===== src/rtl/wear_leveled_seed_counter_unit_macros.svh =====
// Assertion macros used by the seed counter sequencer.
`ifndef WEAR_LEVELED_SEED_COUNTER_UNIT_MACROS_SVH
`define WEAR_LEVELED_SEED_COUNTER_UNIT_MACROS_SVH

// Same-cycle implication, checked outside reset.
`define WLSC_ASSERT_IMPL(lbl, ante, cons) \
	lbl: assert property (@(posedge clk) disable iff (!arst_n) (ante) |-> (cons)) \
		else $error("wlsc check failed: same-cycle implication");

// Next-cycle implication, checked outside reset.
`define WLSC_ASSERT_NEXT(lbl, ante, cons) \
	lbl: assert property (@(posedge clk) disable iff (!arst_n) (ante) |=> (cons)) \
		else $error("wlsc check failed: next-cycle implication");

`endif


===== src/rtl/wlsc_pkg.sv =====
// Types and constants of the wear-leveled seed counter.
package wlsc_pkg;

	localparam int CELLS = 16;
	localparam int IDX_W = $clog2(CELLS);
	localparam int LEN_W = $clog2(CELLS + 1);
	localparam int WORD_W = 32;
	localparam int CFG_W = 5;
	localparam logic [WORD_W-1:0] ZERO_SEED_SUBST = 32'hAAAA_AAAA;
	localparam logic [WORD_W-1:0] ERASED_WORD = '1;
	localparam logic OP_SEED = 1'b0;
	localparam logic OP_PRELOAD = 1'b1;

	typedef struct packed {
		logic        operation;
		logic [3:0]  cell_index;
		logic [31:0] cell_value;
	} req_t;

	typedef struct packed {
		logic [31:0] seed_value;
		logic [3:0]  slot_written;
	} rsp_t;

	typedef struct packed {
		logic              wr_en;
		logic [IDX_W-1:0]  wr_addr;
		logic [WORD_W-1:0] wr_data;
		logic              rd_en;
		logic [IDX_W-1:0]  rd_addr;
	} mem_req_t;

endpackage


===== src/rtl/wlsc_mem.sv =====
// Cell store: one write and one registered read port, erased entries read as all ones.
module wlsc_mem
	import wlsc_pkg::*;
(
	input  logic              clk,
	input  logic              arst_n,
	input  mem_req_t          mem_req,
	output logic [WORD_W-1:0] rdata
);

	logic [WORD_W-1:0] cells_mem [CELLS];
	logic [CELLS-1:0]  valid_q;
	logic [WORD_W-1:0] rdata_q;
	logic              rhit_q;

	always_ff @(posedge clk) begin
		if (mem_req.wr_en) begin
			cells_mem[mem_req.wr_addr] <= mem_req.wr_data;
		end
		if (mem_req.rd_en) begin
			rdata_q <= cells_mem[mem_req.rd_addr];
		end
	end

	// Valid bits stand in for the erase: a cell never written reads as erased.
	always_ff @(posedge clk or negedge arst_n) begin
		if (!arst_n) begin
			valid_q <= '0;
			rhit_q <= 1'b0;
		end else begin
			if (mem_req.wr_en) begin
				valid_q[mem_req.wr_addr] <= 1'b1;
			end
			if (mem_req.rd_en) begin
				rhit_q <= valid_q[mem_req.rd_addr];
			end
		end
	end

	assign rdata = rhit_q ? rdata_q : ERASED_WORD;

endmodule


===== src/rtl/wlsc_ctrl.sv =====
// Sequencer: walks the ring one read per cycle, writes the count back, holds the result.
module wlsc_ctrl
	import wlsc_pkg::*;
(
	input  logic              clk,
	input  logic              arst_n,
	input  logic              in_valid,
	output logic              in_ready,
	input  req_t              in_data,
	input  logic [CFG_W-1:0]  region_len,
	input  logic [WORD_W-1:0] mem_rdata,
	output mem_req_t          mem_req,
	output logic              out_valid,
	input  logic              out_ready,
	output rsp_t              out_data
);

	`include "wear_leveled_seed_counter_unit_macros.svh"

	localparam logic [1:0] ST_IDLE = 2'd0;
	localparam logic [1:0] ST_RD0  = 2'd1;
	localparam logic [1:0] ST_WALK = 2'd2;
	localparam logic [1:0] ST_WR   = 2'd3;

	logic [1:0]        state_q;
	logic              out_valid_q;
	rsp_t              out_data_q;
	logic [WORD_W-1:0] count_q;
	logic [IDX_W-1:0]  i_q;
	logic [IDX_W-1:0]  slot_q;
	logic [LEN_W-1:0]  len_q;
	logic [LEN_W-1:0]  len_act;
	logic [LEN_W-1:0]  i_next;
	logic [WORD_W-1:0] count_inc;
	logic              acc;
	logic              out_free;
	logic              run_on;

	always_comb begin
		if (CFG_W'(CELLS) < region_len) begin
			len_act = LEN_W'(CELLS);
		end else begin
			len_act = LEN_W'(region_len);
		end
		in_ready = (state_q == ST_IDLE);
		acc = in_valid && in_ready;
		count_inc = count_q + WORD_W'(1);
		i_next = LEN_W'(i_q) + LEN_W'(1);
		out_free = !out_valid_q || out_ready;
		run_on = (count_inc == mem_rdata) && (i_next < len_q);

		mem_req = '0;
		case (state_q)
			ST_IDLE: begin
				if (acc && in_data.operation == OP_PRELOAD) begin
					mem_req.wr_en = (32'(in_data.cell_index) < CELLS);
					mem_req.wr_addr = IDX_W'(in_data.cell_index);
					mem_req.wr_data = in_data.cell_value;
				end else if (acc) begin
					mem_req.rd_en = 1'b1;
					mem_req.rd_addr = '0;
				end
			end
			ST_RD0: begin
				mem_req.rd_en = (len_q > LEN_W'(1));
				mem_req.rd_addr = IDX_W'(1);
			end
			ST_WALK: begin
				mem_req.rd_en = run_on;
				mem_req.rd_addr = i_next[IDX_W-1:0];
			end
			ST_WR: begin
				mem_req.wr_en = out_free;
				mem_req.wr_addr = slot_q;
				mem_req.wr_data = count_q;
			end
			default: begin
				mem_req = '0;
			end
		endcase
	end

	always_ff @(posedge clk or negedge arst_n) begin
		if (!arst_n) begin
			state_q <= ST_IDLE;
			out_valid_q <= 1'b0;
		end else begin
			case (state_q)
				ST_IDLE: begin
					if (acc && in_data.operation == OP_SEED) begin
						state_q <= ST_RD0;
					end
				end
				ST_RD0: begin
					state_q <= (len_q > LEN_W'(1)) ? ST_WALK : ST_WR;
				end
				ST_WALK: begin
					if (!run_on) begin
						state_q <= ST_WR;
					end
				end
				ST_WR: begin
					if (out_free) begin
						state_q <= ST_IDLE;
					end
				end
				default: begin
					state_q <= ST_IDLE;
				end
			endcase
			if (state_q == ST_WR && out_free) begin
				out_valid_q <= 1'b1;
			end else if (out_ready) begin
				out_valid_q <= 1'b0;
			end
		end
	end

	always_ff @(posedge clk) begin
		case (state_q)
			ST_IDLE: begin
				len_q <= len_act;
			end
			ST_RD0: begin
				count_q <= mem_rdata;
				slot_q <= '0;
				i_q <= IDX_W'(1);
			end
			ST_WALK: begin
				count_q <= count_inc;
				if (count_inc != mem_rdata) begin
					slot_q <= i_q;
				end else if (run_on) begin
					i_q <= i_next[IDX_W-1:0];
				end else begin
					slot_q <= '0;
				end
			end
			default: begin
			end
		endcase
		if (state_q == ST_WR && out_free) begin
			out_data_q.seed_value <= (count_q == '0) ? ZERO_SEED_SUBST : count_q;
			out_data_q.slot_written <= 4'(slot_q);
		end
	end

	assign out_valid = out_valid_q;
	assign out_data = out_data_q;

	`WLSC_ASSERT_IMPL(a_no_rw_same_cell, mem_req.rd_en && mem_req.wr_en,
		mem_req.rd_addr != mem_req.wr_addr)
	`WLSC_ASSERT_IMPL(a_walk_in_region, state_q == ST_WALK, LEN_W'(i_q) < len_q)
	`WLSC_ASSERT_NEXT(a_result_loaded, state_q == ST_WR && out_free, out_valid_q)
	`WLSC_ASSERT_IMPL(a_seed_nonzero, out_valid_q, out_data_q.seed_value != '0)

endmodule


===== src/rtl/wear_leveled_seed_counter_unit.sv =====
// Top level of the wear-leveled seed counter: configuration register, sequencer and cell store.
//
//   channel | signals                         | direction
//   --------+---------------------------------+----------
//   in      | in_valid, in_ready, in_data     | request in
//   out     | out_valid, out_ready, out_data  | result out
//   cfg     | cfg_we, cfg_wdata               | write only
//
// A preload request writes its cell as it is accepted and gives no result.
// A seed request reads cell 0, compares one further cell at a time until a mismatch
// or the end of the region, and then writes the count back; the cells are read one at
// a time through the single read port of the cell store.
// Reset clears the valid bits of the store at once, so erased cells read all ones; no sweep.
// A result waiting on out_ready holds the sequencer in its write-back step only.
module wear_leveled_seed_counter_unit
	import wlsc_pkg::*;
(
	input  logic             clk,
	input  logic             arst_n,
	input  logic             in_valid,
	output logic             in_ready,
	input  req_t             in_data,
	output logic             out_valid,
	input  logic             out_ready,
	output rsp_t             out_data,
	input  logic             cfg_we,
	input  logic [CFG_W-1:0] cfg_wdata
);

	logic [CFG_W-1:0]  region_length_q;
	mem_req_t          mem_req;
	logic [WORD_W-1:0] mem_rdata;

	// Hold the ring length; the user must write it only while idle, the block does not enforce this.
	always_ff @(posedge clk or negedge arst_n) begin
		if (!arst_n) begin
			region_length_q <= CFG_W'(16);
		end else if (cfg_we) begin
			region_length_q <= cfg_wdata;
		end
	end

	// Sequence each request: a preload writes its cell; a seed reads, compares and advances, then writes the count back.
	wlsc_ctrl u_ctrl (
		.clk        (clk),
		.arst_n     (arst_n),
		.in_valid   (in_valid),
		.in_ready   (in_ready),
		.in_data    (in_data),
		.region_len (region_length_q),
		.mem_rdata  (mem_rdata),
		.mem_req    (mem_req),
		.out_valid  (out_valid),
		.out_ready  (out_ready),
		.out_data   (out_data)
	);

	// Keep the ring of cells.
	wlsc_mem u_mem (
		.clk     (clk),
		.arst_n  (arst_n),
		.mem_req (mem_req),
		.rdata   (mem_rdata)
	);

endmodule


===== config.mk =====
export PLATFORM = sky130hd
export DESIGN_NAME = wear_leveled_seed_counter_unit
export DESIGN_NICKNAME = d
export VERILOG_FILES = /design/src/rtl/wlsc_pkg.sv /design/src/rtl/wlsc_mem.sv /design/src/rtl/wlsc_ctrl.sv /design/src/rtl/wear_leveled_seed_counter_unit.sv
export VERILOG_INCLUDE_DIRS = /design/src /design/src/rtl
export SDC_FILE = /design/constraint.sdc
export NUM_CORES = 1
export LEC_CHECK = 0
export ABC_CLOCK_PERIOD_IN_PS = 5600
export BUFFER_PORTS_ARGS = -buffer_cell sky130_fd_sc_hd__buf_4
export CAP_MARGIN = 20
export CORE_MARGIN = 1.5
export CORE_UTILIZATION = 30
export CTS_CLUSTER_SIZE = 14
export DETAILED_ROUTE_END_ITERATION = 12
export GPL_TIMING_DRIVEN = 1
export SYNTH_ARGS = -nofsm -noshare
export SYNTH_HDL_FRONTEND = slang
export SYNTH_SLANG_ARGS = --single-unit

===== constraint.sdc =====
create_clock -name clk -period 5.6 [get_ports clk]
set_clock_uncertainty 0.05 [all_clocks]
set_input_delay 0.56 -clock clk [delete_from_list [all_inputs] [get_ports clk]]
set_output_delay 0.56 -clock clk [all_outputs]
set_load 0.005 [all_outputs]

==> results of run 1 <==
[cells in the final DEF (no fill, tap or decap), types with 6 or more instances in the layout]
cell and count:
nor4_1 16, a31oi_1 39, xnor2_1 28, or2_2 31, nand2b_1 12, nor2_1 61
nand4_1 12, nor2_4 9, nand3_1 16, nor3b_1 11, nor2b_1 21, o21ai_0 15
ha_1 9, edfxtp_1 625, and2_1 41, nor3_2 6, clkinv_2 8, bufinv_16 7
buf_4 121, a211oi_1 36, clkinv_1 13, clkbuf_1 11, and4_1 7, mux2i_1 15
a21oi_1 25, inv_1 21, clkinvlp_4 6, a22oi_1 38, nand2_1 97, clkbuf_16 71
mux2_2 7, dfrtp_1 24, and3_1 12, xor2_1 17, nor3_1 14, mux4_2 132
xnor3_1 9
[per-layer routing]
metal	track usage	up-vias
met5	0	-
met4	0.0467	0
met3	0.0210	88
met2	0.247	473
met1	0.210	7900
li1	-	6523
[worst min-delay path by stage]
stage	startpoint	endpoint	slack [ns]
after global placement	u_mem.valid_q[6]	u_mem.valid_q[6]	0.40
after detailed placement	u_mem.valid_q[5]	u_mem.valid_q[5]	0.40
after global routing	cfg_wdata[1]	region_length_q[1]	0.13
after floorplan	arst_n	region_length_q[0]	0.21
final	cfg_wdata[4]	region_length_q[4]	0.15
after CTS	cfg_wdata[4]	region_length_q[4]	0.11
[registers in the layout, summed over array words and instances, names as in the netlist]
register / count
region_length_q: 5
u_ctrl.count_q: 32
u_ctrl.i_q: 4
u_ctrl.len_q: 5
u_ctrl.out_data: 36
u_ctrl.out_valid: 1
u_ctrl.slot_q: 4
u_ctrl.state_q: 2
u_mem.cells_mem: 512
u_mem.rdata_q: 32
u_mem.rhit_q: 1
u_mem.valid_q: 16
[per-stage QoR]
step | worst slack [ns] | hold WS, ns | power [mW] | instances | utilization
2_1_floorplan | 0.568 | 0.214 | 11.7 | 1595 | -
3_3_place_gp | 1.04 | 0.397 | 13.9 | 2780 | 0.328
3_5_place_dp | 1.08 | 0.403 | 14.0 | 2781 | 0.328
4_1_cts | 1.02 | 0.114 | 18.6 | 2906 | 0.353
5_1_grt | 0.744 | 0.131 | 19.4 | 2916 | 0.354
6_report | 0.999 | 0.152 | 18.5 | 2916 | 0.354
[kinds of logic after synthesis]
logic type      synth area share
fa+ha+maj                0.00503
flops                      0.708
compound gates            0.0466
buf+inv                   0.0188
simple gates              0.0809
xor+xnor                  0.0227
mux                        0.117
[where the power goes]
part           leakage, nW  internal [mW]  switching [mW]  total [mW]
clock                 1.08           2.67            1.89        4.56
sequential            5.77           6.90           0.596        7.50
combinational         3.19           2.51            3.95        6.46
total                 10.0           12.1            6.43        18.5
[worst max-delay path, stage by stage, from the launching register on]
cell	delay [ns]
edfxtp_1	0.50
ha_1	0.31
nand3_1	0.41
nor3_1	0.65
or4b_2	0.70
xnor2_1	0.18
or2_2	0.29
a2111oi_2	0.36
and4_1	0.26
o21bai_4	0.42
mux2_4	0.35
[layout make-up]
type                       instances  area (um^2)  area share
sequential                       650        19400       0.607
clock buffer                      83         1830      0.0574
tap                             1176         1470      0.0461
timing repair buffer             134         1110      0.0348
multi-input combinational        811         7620       0.239
inverter                          21         78.8     0.00247
clock inverter                    41          420      0.0132
==> impl_metrics.py, run 1 <==
metrics = {
    "synthesis": {
        "postSynthCellCount": 1595,
        "synth-async-reset-ratio": 0.0385,
        "synth_warnings": 0,
        "synth.area.top_cells": "edfxtp_1 69%, mux4_2 11%, dfrtp_1 2.2%, nand2_1 1.3%, clkbuf_1 1.1%",
        "synth-seq-area-share": 0.708,
        "synth_area_leader_cell": "edfxtp_1",
        "syn_nets": 1653,
        "ys_ff_latch": 650,
        "synth_edf_count": 625,
        "synth.most_common_cell": "edfxtp_1",
        "yosysUniqueCellTypes": 73,
        "yosysTopAreaCellShare": 0.686,
        "avgSynthCellArea_um2": 17.2,
        "synthTopCellsByCount": "625 x edfxtp_1, 132 x mux4_2, 97 x nand2_1, 82 x clkbuf_1, 70 x nor2_1",
        "synthFlopType": "edfxtp_1",
        "synthesis.area_um2": 27400,
    },
    "finish": {
        "final_cell_area_um2": 31900,
        "drive_gt1_frac": 0.255,
        "n_antenna_cell": 0,
        "syn_to_final_growth_pct": 16.6,
        "nets": 1744,
        "fill_cells": 8360,
    },
    "grt": {
        "grt_max_degree": 67,
        "grt_pass1_vias": 15400,
        "grt_pass1_wl_mm": 105,
        "overflow": 0,
        "gr-usage-all-layers": 0.152,
        "antenna_found_initial": 1,
    },
    "detailed_routing": {
        "drtPass1Iterations": 5,
        "post_drt_wl_per_cell_um": 24.3,
        "highest_layer": "met4",
        "met1Wirelength_mm": 31.5,
        "finalWirelength_mm": 70.8,
        "remaining_drc_errors": 0,
        "drt-initial-drc-count": 1521,
        "ant_nets": 0,
        "dr_wl_met2_mm": 34.2,
        "dr_wl_met3_mm": 3.51,
        "via_count": 15000,
        "viasPerCell": 5.14,
    },
    "sta": {
        "hold_viol": 0,
        "rsz0062_at_grt": "no",
        "slew_headroom": 0.309,
        "fin_crit_ns": 4.60,
        "setup_viol": 0,
        "worst-slew-pin-transition_ns": 1.03,
        "fmax_mhz": 217,
        "slew_viol_final": 0,
        "tns_ns": 0,
        "fin_crit_sh": 0.822,
    },
    "die": {
        "row_count": 110,
        "initial_core_util": 0.304,
        "dieArea_um2": 93100,
        "ios": 85,
        "fp.dieH_um": 305,
        "core_area_um2": 90100,
        "die_w_um": 305,
    },
    "outcome": {
        "outcome": "finished, final reports clean",
    },
    "worst_setup_path": {
        "crit_required_ns": 6.04,
        "worstReg2RegStart": "u_ctrl.count_q[0]",
        "cp-endpoint": "u_mem.rhit_q",
        "cp-end-kind": "register",
        "arrival_ns": 5.05,
        "startpoint": "u_ctrl.count_q[0]",
        "start_kind": "register",
        "path_class": "reg2reg",
        "reg2reg_to": "u_mem.rhit_q",
        "worstRegToRegCells": 10,
        "crit_path_max_fanout": 33,
        "rrSetupSlack_ns": 1.0,
    },
    "pwr": {
        "max-vdd-ir-drop_v": 0.000360,
        "power_density_nw_per_um2": 580,
        "p_leak_nw": 10.0,
    },
    "clock_tree": {
        "clk_latency_ns": 0.62,
        "postCtsSetupBuffers": 0,
        "h-tree-depth": 3,
        "root_buffer": "clkbuf_16",
        "clock-sinks": 650,
        "path_clk_slew_ns": 0.06,
        "cts_made_buffers": 68,
        "ctsResizeCount": 0,
        "cts_hold_buf": 1,
        "cts_tree": "done",
        "cts_buffer_depth": 3,
    },
    "hold_path": {
        "min_path_type": "in2reg",
        "hold_depth": 2,
    },
    "place": {
        "place_hpwl_mm": 45.4,
        "port_buffers": 84,
        "place_area_um2": 29600,
        "gp_congestion": 0.864,
    },
    "flow_run": {
        "cap_violations": 0,
    },
}
(Power assumes the default switching activity.)
==> run 2: changes to the inputs <==
- ABC_CLOCK_PERIOD_IN_PS: 5600 -> 4000
- clock period: 5.6 -> 4 ns (I/O delays scaled with it)
==> run 2 against run 1 <==
Effect of this change:
- non-clock buffer count increased by 70
- worst setup slack worse by 0.86 ns
- hold slack got worse by 0.11 ns
- flip-flop and latch count stayed put
- final cell count is 2.3% higher
- critical path depth rose by 2
- sequential power is 36% higher
- register-to-register slack got worse by 0.86 ns
- wire length increased by 2.8%
- fmax up 19%
- sequential share of layout area shrank 1.1 points
- utilization increased by 0.66 points
- critical path type unchanged
- highest routed layer unchanged
==> impl_metrics.py, run 2 (synthesized netlist as in run 1, its figures left out) <==
metrics = {
    "pwr": {
        "power_density_nw_per_um2": 805,
        "pwr-share-seq": 0.389,
        "max-vdd-ir-drop_v": 0.000379,
        "combPwrFrac": 0.381,
        "p_sw_mw": 9.19,
        "switching_share": 0.351,
        "power_frac_clock": 0.230,
        "p_leak_nw": 10.4,
        "p_int_mw": 17.0,
    },
    "hold_path": {
        "hold_start": "cfg_we",
        "min_path_type": "in2reg",
    },
    "detailed_routing": {
        "post_drt_wl_per_cell_um": 24.4,
        "drt-initial-drc-count": 1591,
        "ant_nets": 0,
        "via_count": 15400,
        "viasPerCell": 5.16,
        "drtPass1Iterations": 6,
        "remaining_drc_errors": 0,
        "finalWirelength_mm": 72.9,
    },
    "grt": {
        "gr-usage-all-layers": 0.156,
        "grt_pass1_vias": 15600,
        "use_met2": 0.259,
        "grt_max_degree": 49,
        "gr-usage-met1": 0.210,
        "antenna_found_initial": 0,
        "overflow": 0,
        "grt_util_met3": 0.0237,
        "busiest_layer": "met2",
        "grt_pass1_wl_mm": 107,
    },
    "place": {
        "dpl_worst_slack_ns": 0.156,
        "place_hpwl_mm": 46.6,
        "gp_congestion": 0.906,
        "port_buffers": 84,
    },
    "sta": {
        "setup_slack_ns": 0.142,
        "slew_viol_final": 0,
        "rsz0062_at_grt": "no",
        "timing.hold.ws_ns": 0.0451,
        "hold_viol": 0,
        "fin_crit_ns": 3.86,
        "tns_ns": 0,
        "fmax_mhz": 259,
        "setup_viol": 0,
        "fin_crit_sh": 0.965,
        "slew_headroom": 0.292,
        "worst-slew-pin-transition_ns": 1.06,
    },
    "clock_tree": {
        "h-tree-depth": 3,
        "path_clk_slew_ns": 0.06,
        "ctsResizeCount": 0,
        "clock-sinks": 650,
        "cts_made_buffers": 67,
        "cts_tree": "done",
        "clk_latency_ns": 0.60,
        "cts_buffer_depth": 3,
        "root_buffer": "clkbuf_16",
        "cts_hold_buf": 6,
        "postCtsSetupBuffers": 0,
    },
    "worst_setup_path": {
        "rrSetupSlack_ns": 0.14,
        "path_class": "reg2reg",
        "path_cells": "inv_1 -> ha_1 -> or4b_2 -> o31ai_1 -> a32oi_1 -> or4_1 -> nor4b_1 -> buf_4 -> and4_1 -> and4_1 -> o21bai_4 -> buf_12",
        "cp-end-kind": "register",
        "worstRegToRegCells": 12,
        "crit_required_ns": 4.24,
        "worstReg2RegStart": "u_ctrl.count_q[1]",
        "crit_slowest_cell": "or4b_2",
        "cp_top_family": "simple AND/OR/NAND/NOR gates",
        "startpoint": "u_ctrl.count_q[1]",
        "crit_top_cell": "and4_1",
        "crit_cells": 12,
        "arrival_ns": 4.09,
        "crit_buf_inv": 3,
        "cp-endpoint": "u_mem.rdata_q[1]",
        "start_kind": "register",
        "reg2reg_to": "u_mem.rdata_q[1]",
        "cpPeakStageDelay_ns": 0.62,
        "crit_path_max_fanout": 32,
    },
    "finish": {
        "nets": 1813,
        "fill_cells": 8318,
        "n_antenna_cell": 0,
        "syn_to_final_growth_pct": 18.8,
        "largest_reg_flops": 512,
        "regArea_um2": 19400,
        "final_cell_mix": "625 x edfxtp_1, 172 x buf_4, 132 x mux4_2",
        "final_util": 0.361,
        "top_register": "u_mem.cells_mem",
        "layout_commonest_cell": "edfxtp_1",
        "multi_input_area_um2": 7660,
        "drive_gt1_frac": 0.276,
    },
    "die": {
        "die_w_um": 305,
        "dieArea_um2": 93100,
        "initial_core_util": 0.304,
        "ios": 85,
        "core_area_um2": 90100,
        "fp.dieH_um": 305,
        "row_count": 110,
    },
    "outcome": {
        "outcome": "finished, final reports clean",
    },
    "flow_run": {
        "cap_violations": 0,
    },
}
==> run 2: cell count changes in the layout (fill, tap and decap cells not counted), sizes merged <==
cell | before | now
inv | 24 | 26
clkbuf | 84 | 88
bufinv | 7 | 3
clkinv | 25 | 24
dlygate4sd3 | 1 | 6
buf | 132 | 196
clkinvlp | 6 | 2
==> run 2: how the worst min path moves through the flow <==
stage,to,slack [ns],depth (start not counted)
floorplan,region_length_q[0],0.05,0
global placement,region_length_q[2],0.28,1
finish,region_length_q[0],0.05,2
detailed placement,u_mem.valid_q[0],0.29,1
CTS,region_length_q[0],0.01,2
global route,region_length_q[0],0.03,2
==> run 2: final cells by class <==
type / instances / share of cell area
Sequential cell: 650 / 0.596
Inverter: 21 / 0.00242
Clock inverter: 34 / 0.00808
Timing Repair Buffer: 204 / 0.0567
Clock buffer: 86 / 0.0557
Tap cell: 1176 / 0.0452
Multi-Input combinational cell: 811 / 0.236
==> run 2: per-layer routing <==
layer	up-vias	part of all wire
li1	6658	-
met1	8043	0.43
met2	593	0.49
met3	108	0.061
met4	0	0.027
met5	-	0
==> run 2: through the flow <==
stage	power (mW)	instances	instance area [um^2]
after global placement	20.1	2852	30400
after global routing	27.4	2982	32500
after floorplan	16.3	1595	27400
after CTS	26.3	2978	32500
final	26.2	2982	32500
after detailed placement	20.3	2852	30400
==> run 2: power groups by stage <==
| stage | Sequential [mW] | Combinational (mW) | Clock [mW] |
|---|---|---|---|
| after floorplan | 10.1 | 6.23 | 0 |
| after global placement | 10.3 | 9.82 | 0 |
| after detailed placement | 10.3 | 9.97 | 0 |
| after CTS | 10.2 | 10.0 | 6.14 |
| after global routing | 10.3 | 10.7 | 6.41 |
| final | 10.2 | 9.98 | 6.02 |
==> run 3: changes to the inputs <==
- REMOVE_ABC_BUFFERS: default -> 1
==> run 3 against run 2 <==
Effect of this change:
- wire length increased by 7.4%
- worst setup slack got worse by 0.050 ns
- via count increased by 2.6%
- non-clock buffer count grew 8
- fmax is 1.3% lower
- critical path depth is the same
- combinational power about the same
- sequential power about the same
- register-to-register slack worse by 0.05 ns
- clock power grew 8.1%
- total power up 2.2%
- global-route usage is 1.2 points higher
- critical path type unchanged
==> impl_metrics.py, run 3 (synthesized netlist as in run 1, its figures left out) <==
metrics = {
    "pwr": {
        "p_int_mw": 17.5,
        "pwr-share-seq": 0.381,
        "p_sw_mw": 9.30,
        "power_density_nw_per_um2": 817,
        "power_frac_clock": 0.243,
        "p_leak_nw": 10.5,
        "switching_share": 0.348,
        "combPwrFrac": 0.376,
        "max-vdd-ir-drop_v": 0.000424,
    },
    "detailed_routing": {
        "drt-initial-drc-count": 1498,
        "ant_nets": 0,
        "finalWirelength_mm": 78.2,
        "viasPerCell": 5.28,
        "via_count": 15800,
        "post_drt_wl_per_cell_um": 26.2,
        "remaining_drc_errors": 0,
        "drtPass1Iterations": 5,
    },
    "worst_setup_path": {
        "cpPeakStageDelay_ns": 0.62,
        "path_class": "reg2reg",
        "crit_required_ns": 4.44,
        "cp-end-kind": "register",
        "cp_top_family": "simple AND/OR/NAND/NOR gates",
        "crit_slowest_cell": "or4b_2",
        "start_kind": "register",
        "path_cells": "buf_4 -> inv_1 -> ha_1 -> or4b_2 -> o31ai_1 -> a32oi_1 -> or4_1 -> nor4b_2 -> and4_1 -> nand4_1 -> nand2_1 -> mux2_2",
        "arrival_ns": 4.35,
        "crit_buf_inv": 2,
        "crit_path_max_fanout": 4,
    },
    "hold_path": {
        "min_path_type": "in2reg",
    },
    "sta": {
        "slew_headroom": 0.369,
        "slew_viol_final": 0,
        "fmax_mhz": 256,
        "fin_crit_ns": 3.91,
        "fin_crit_sh": 0.977,
        "hold_viol": 0,
        "rsz0062_at_grt": "no",
        "setup_slack_ns": 0.0920,
        "worst-slew-pin-transition_ns": 0.942,
        "setup_viol": 0,
    },
    "finish": {
        "nets": 1822,
        "final_cell_mix": "625 x edfxtp_1, 185 x buf_4, 132 x mux4_2",
        "largest_reg_flops": 512,
        "fill_cells": 8347,
        "final_cell_area_um2": 32800,
        "n_antenna_cell": 0,
        "layout_commonest_cell": "edfxtp_1",
        "top_register": "u_mem.cells_mem",
        "drive_gt1_frac": 0.285,
        "syn_to_final_growth_pct": 19.6,
    },
    "place": {
        "dpl_worst_slack_ns": -0.0444,
        "gp_congestion": 0.949,
        "place_hpwl_mm": 48.6,
        "port_buffers": 84,
        "place_area_um2": 30300,
    },
    "die": {
        "row_count": 110,
        "fp.dieH_um": 305,
        "ios": 85,
        "dieArea_um2": 93100,
        "die_w_um": 305,
        "initial_core_util": 0.304,
        "core_area_um2": 90100,
    },
    "grt": {
        "grt_max_degree": 61,
        "grt_pass1_vias": 16100,
        "gr-usage-all-layers": 0.168,
        "grt_pass1_wl_mm": 114,
        "antenna_found_initial": 4,
        "overflow": 0,
    },
    "clock_tree": {
        "clock-sinks": 650,
        "root_buffer": "clkbuf_16",
        "path_clk_slew_ns": 0.06,
        "cts_made_buffers": 68,
        "clk_latency_ns": 0.62,
        "cts_buffer_depth": 3,
        "h-tree-depth": 3,
        "cts_tree": "done",
    },
    "outcome": {
        "outcome": "finished, final reports clean",
    },
    "flow_run": {
        "cap_violations": 0,
    },
}
[run 3: what timing repair did]
item	CTS	global route
pin swaps	1	3
buffers inserted	1	4
resized for setup	0	4
endpoints found under the hold margin	30	0
setup endpoints to repair	4	20
hold buffers	6	0
[run 3: metal layers]
layer  part of all wire  GRT usage  vias to the layer above
li1                   -          -                     6688
met1               0.46      0.249                     8435
met2               0.46      0.260                      591
met3              0.061     0.0239                       92
met4              0.019     0.0420                        0
met5                  0          0                        -
[run 3: path summary, 6_finish.rpt]
| kind | startpoint | to | slack, ns | cells past startpoint |
|---|---|---|---|---|
| max in group asynchronous | arst_n | region_length_q[4] | 3.39 | 2 |
| max | u_ctrl.count_q[1] | u_ctrl.state_q[1] | 0.09 | 12 |
| min reg2reg | u_ctrl.slot_q[2] | u_ctrl.out_data[2] | 0.41 | 0 |
| min | cfg_we | region_length_q[2] | 0.04 | 2 |
| max reg2reg | u_ctrl.count_q[1] | u_ctrl.state_q[1] | 0.09 | 12 |
| min in group asynchronous | arst_n | region_length_q[1] | 0.22 | 2 |
[run 3: layout make-up]
class,instances,area [um^2],share of cell area
clock buffers,85,1820,0.0555
clock inverters,36,485,0.0148
inverters,21,78.8,0.00241
multi-input cells,811,7630,0.233
flip-flops and latches,650,19400,0.592
well taps,1176,1470,0.0449
repair buffers,212,1870,0.0571
[run 3: per-stage QoR]
stage / TNS [ns] / utilization / hold slack, ns / power (mW) / cells
3_5_place_dp: -0.178 / 0.336 / 0.284 / 20.3 / 2859
3_3_place_gp: 0 / 0.336 / 0.273 / 20.2 / 2859
6_report: 0 / 0.363 / 0.0355 / 26.8 / 2991
4_1_cts: 0 / 0.363 / 0.0106 / 26.9 / 2987
2_1_floorplan: -832.60 / - / 0.0544 / 16.2 / 1482
5_1_grt: 0 / 0.363 / 0.0280 / 28.0 / 2991
[run 3: worst register-to-register path, delay by kind of cell (launching register included)]
family / cells / cell delay, ns
flops: 1 / 0.46
mux: 1 / 0.35
compound gates: 2 / 0.22
buf+inv: 2 / 0.27
simple gates: 6 / 2.15
fa+ha+maj: 1 / 0.28
[run 3: power by group through the flow]
stage	logic (mW)	clock network [mW]	registers (mW)
after CTS	10.0	6.64	10.2
final	10.0	6.51	10.2
after detailed placement	9.98	0	10.3
after global routing	10.8	6.88	10.3
after floorplan	5.91	0	10.3
after global placement	9.88	0	10.3
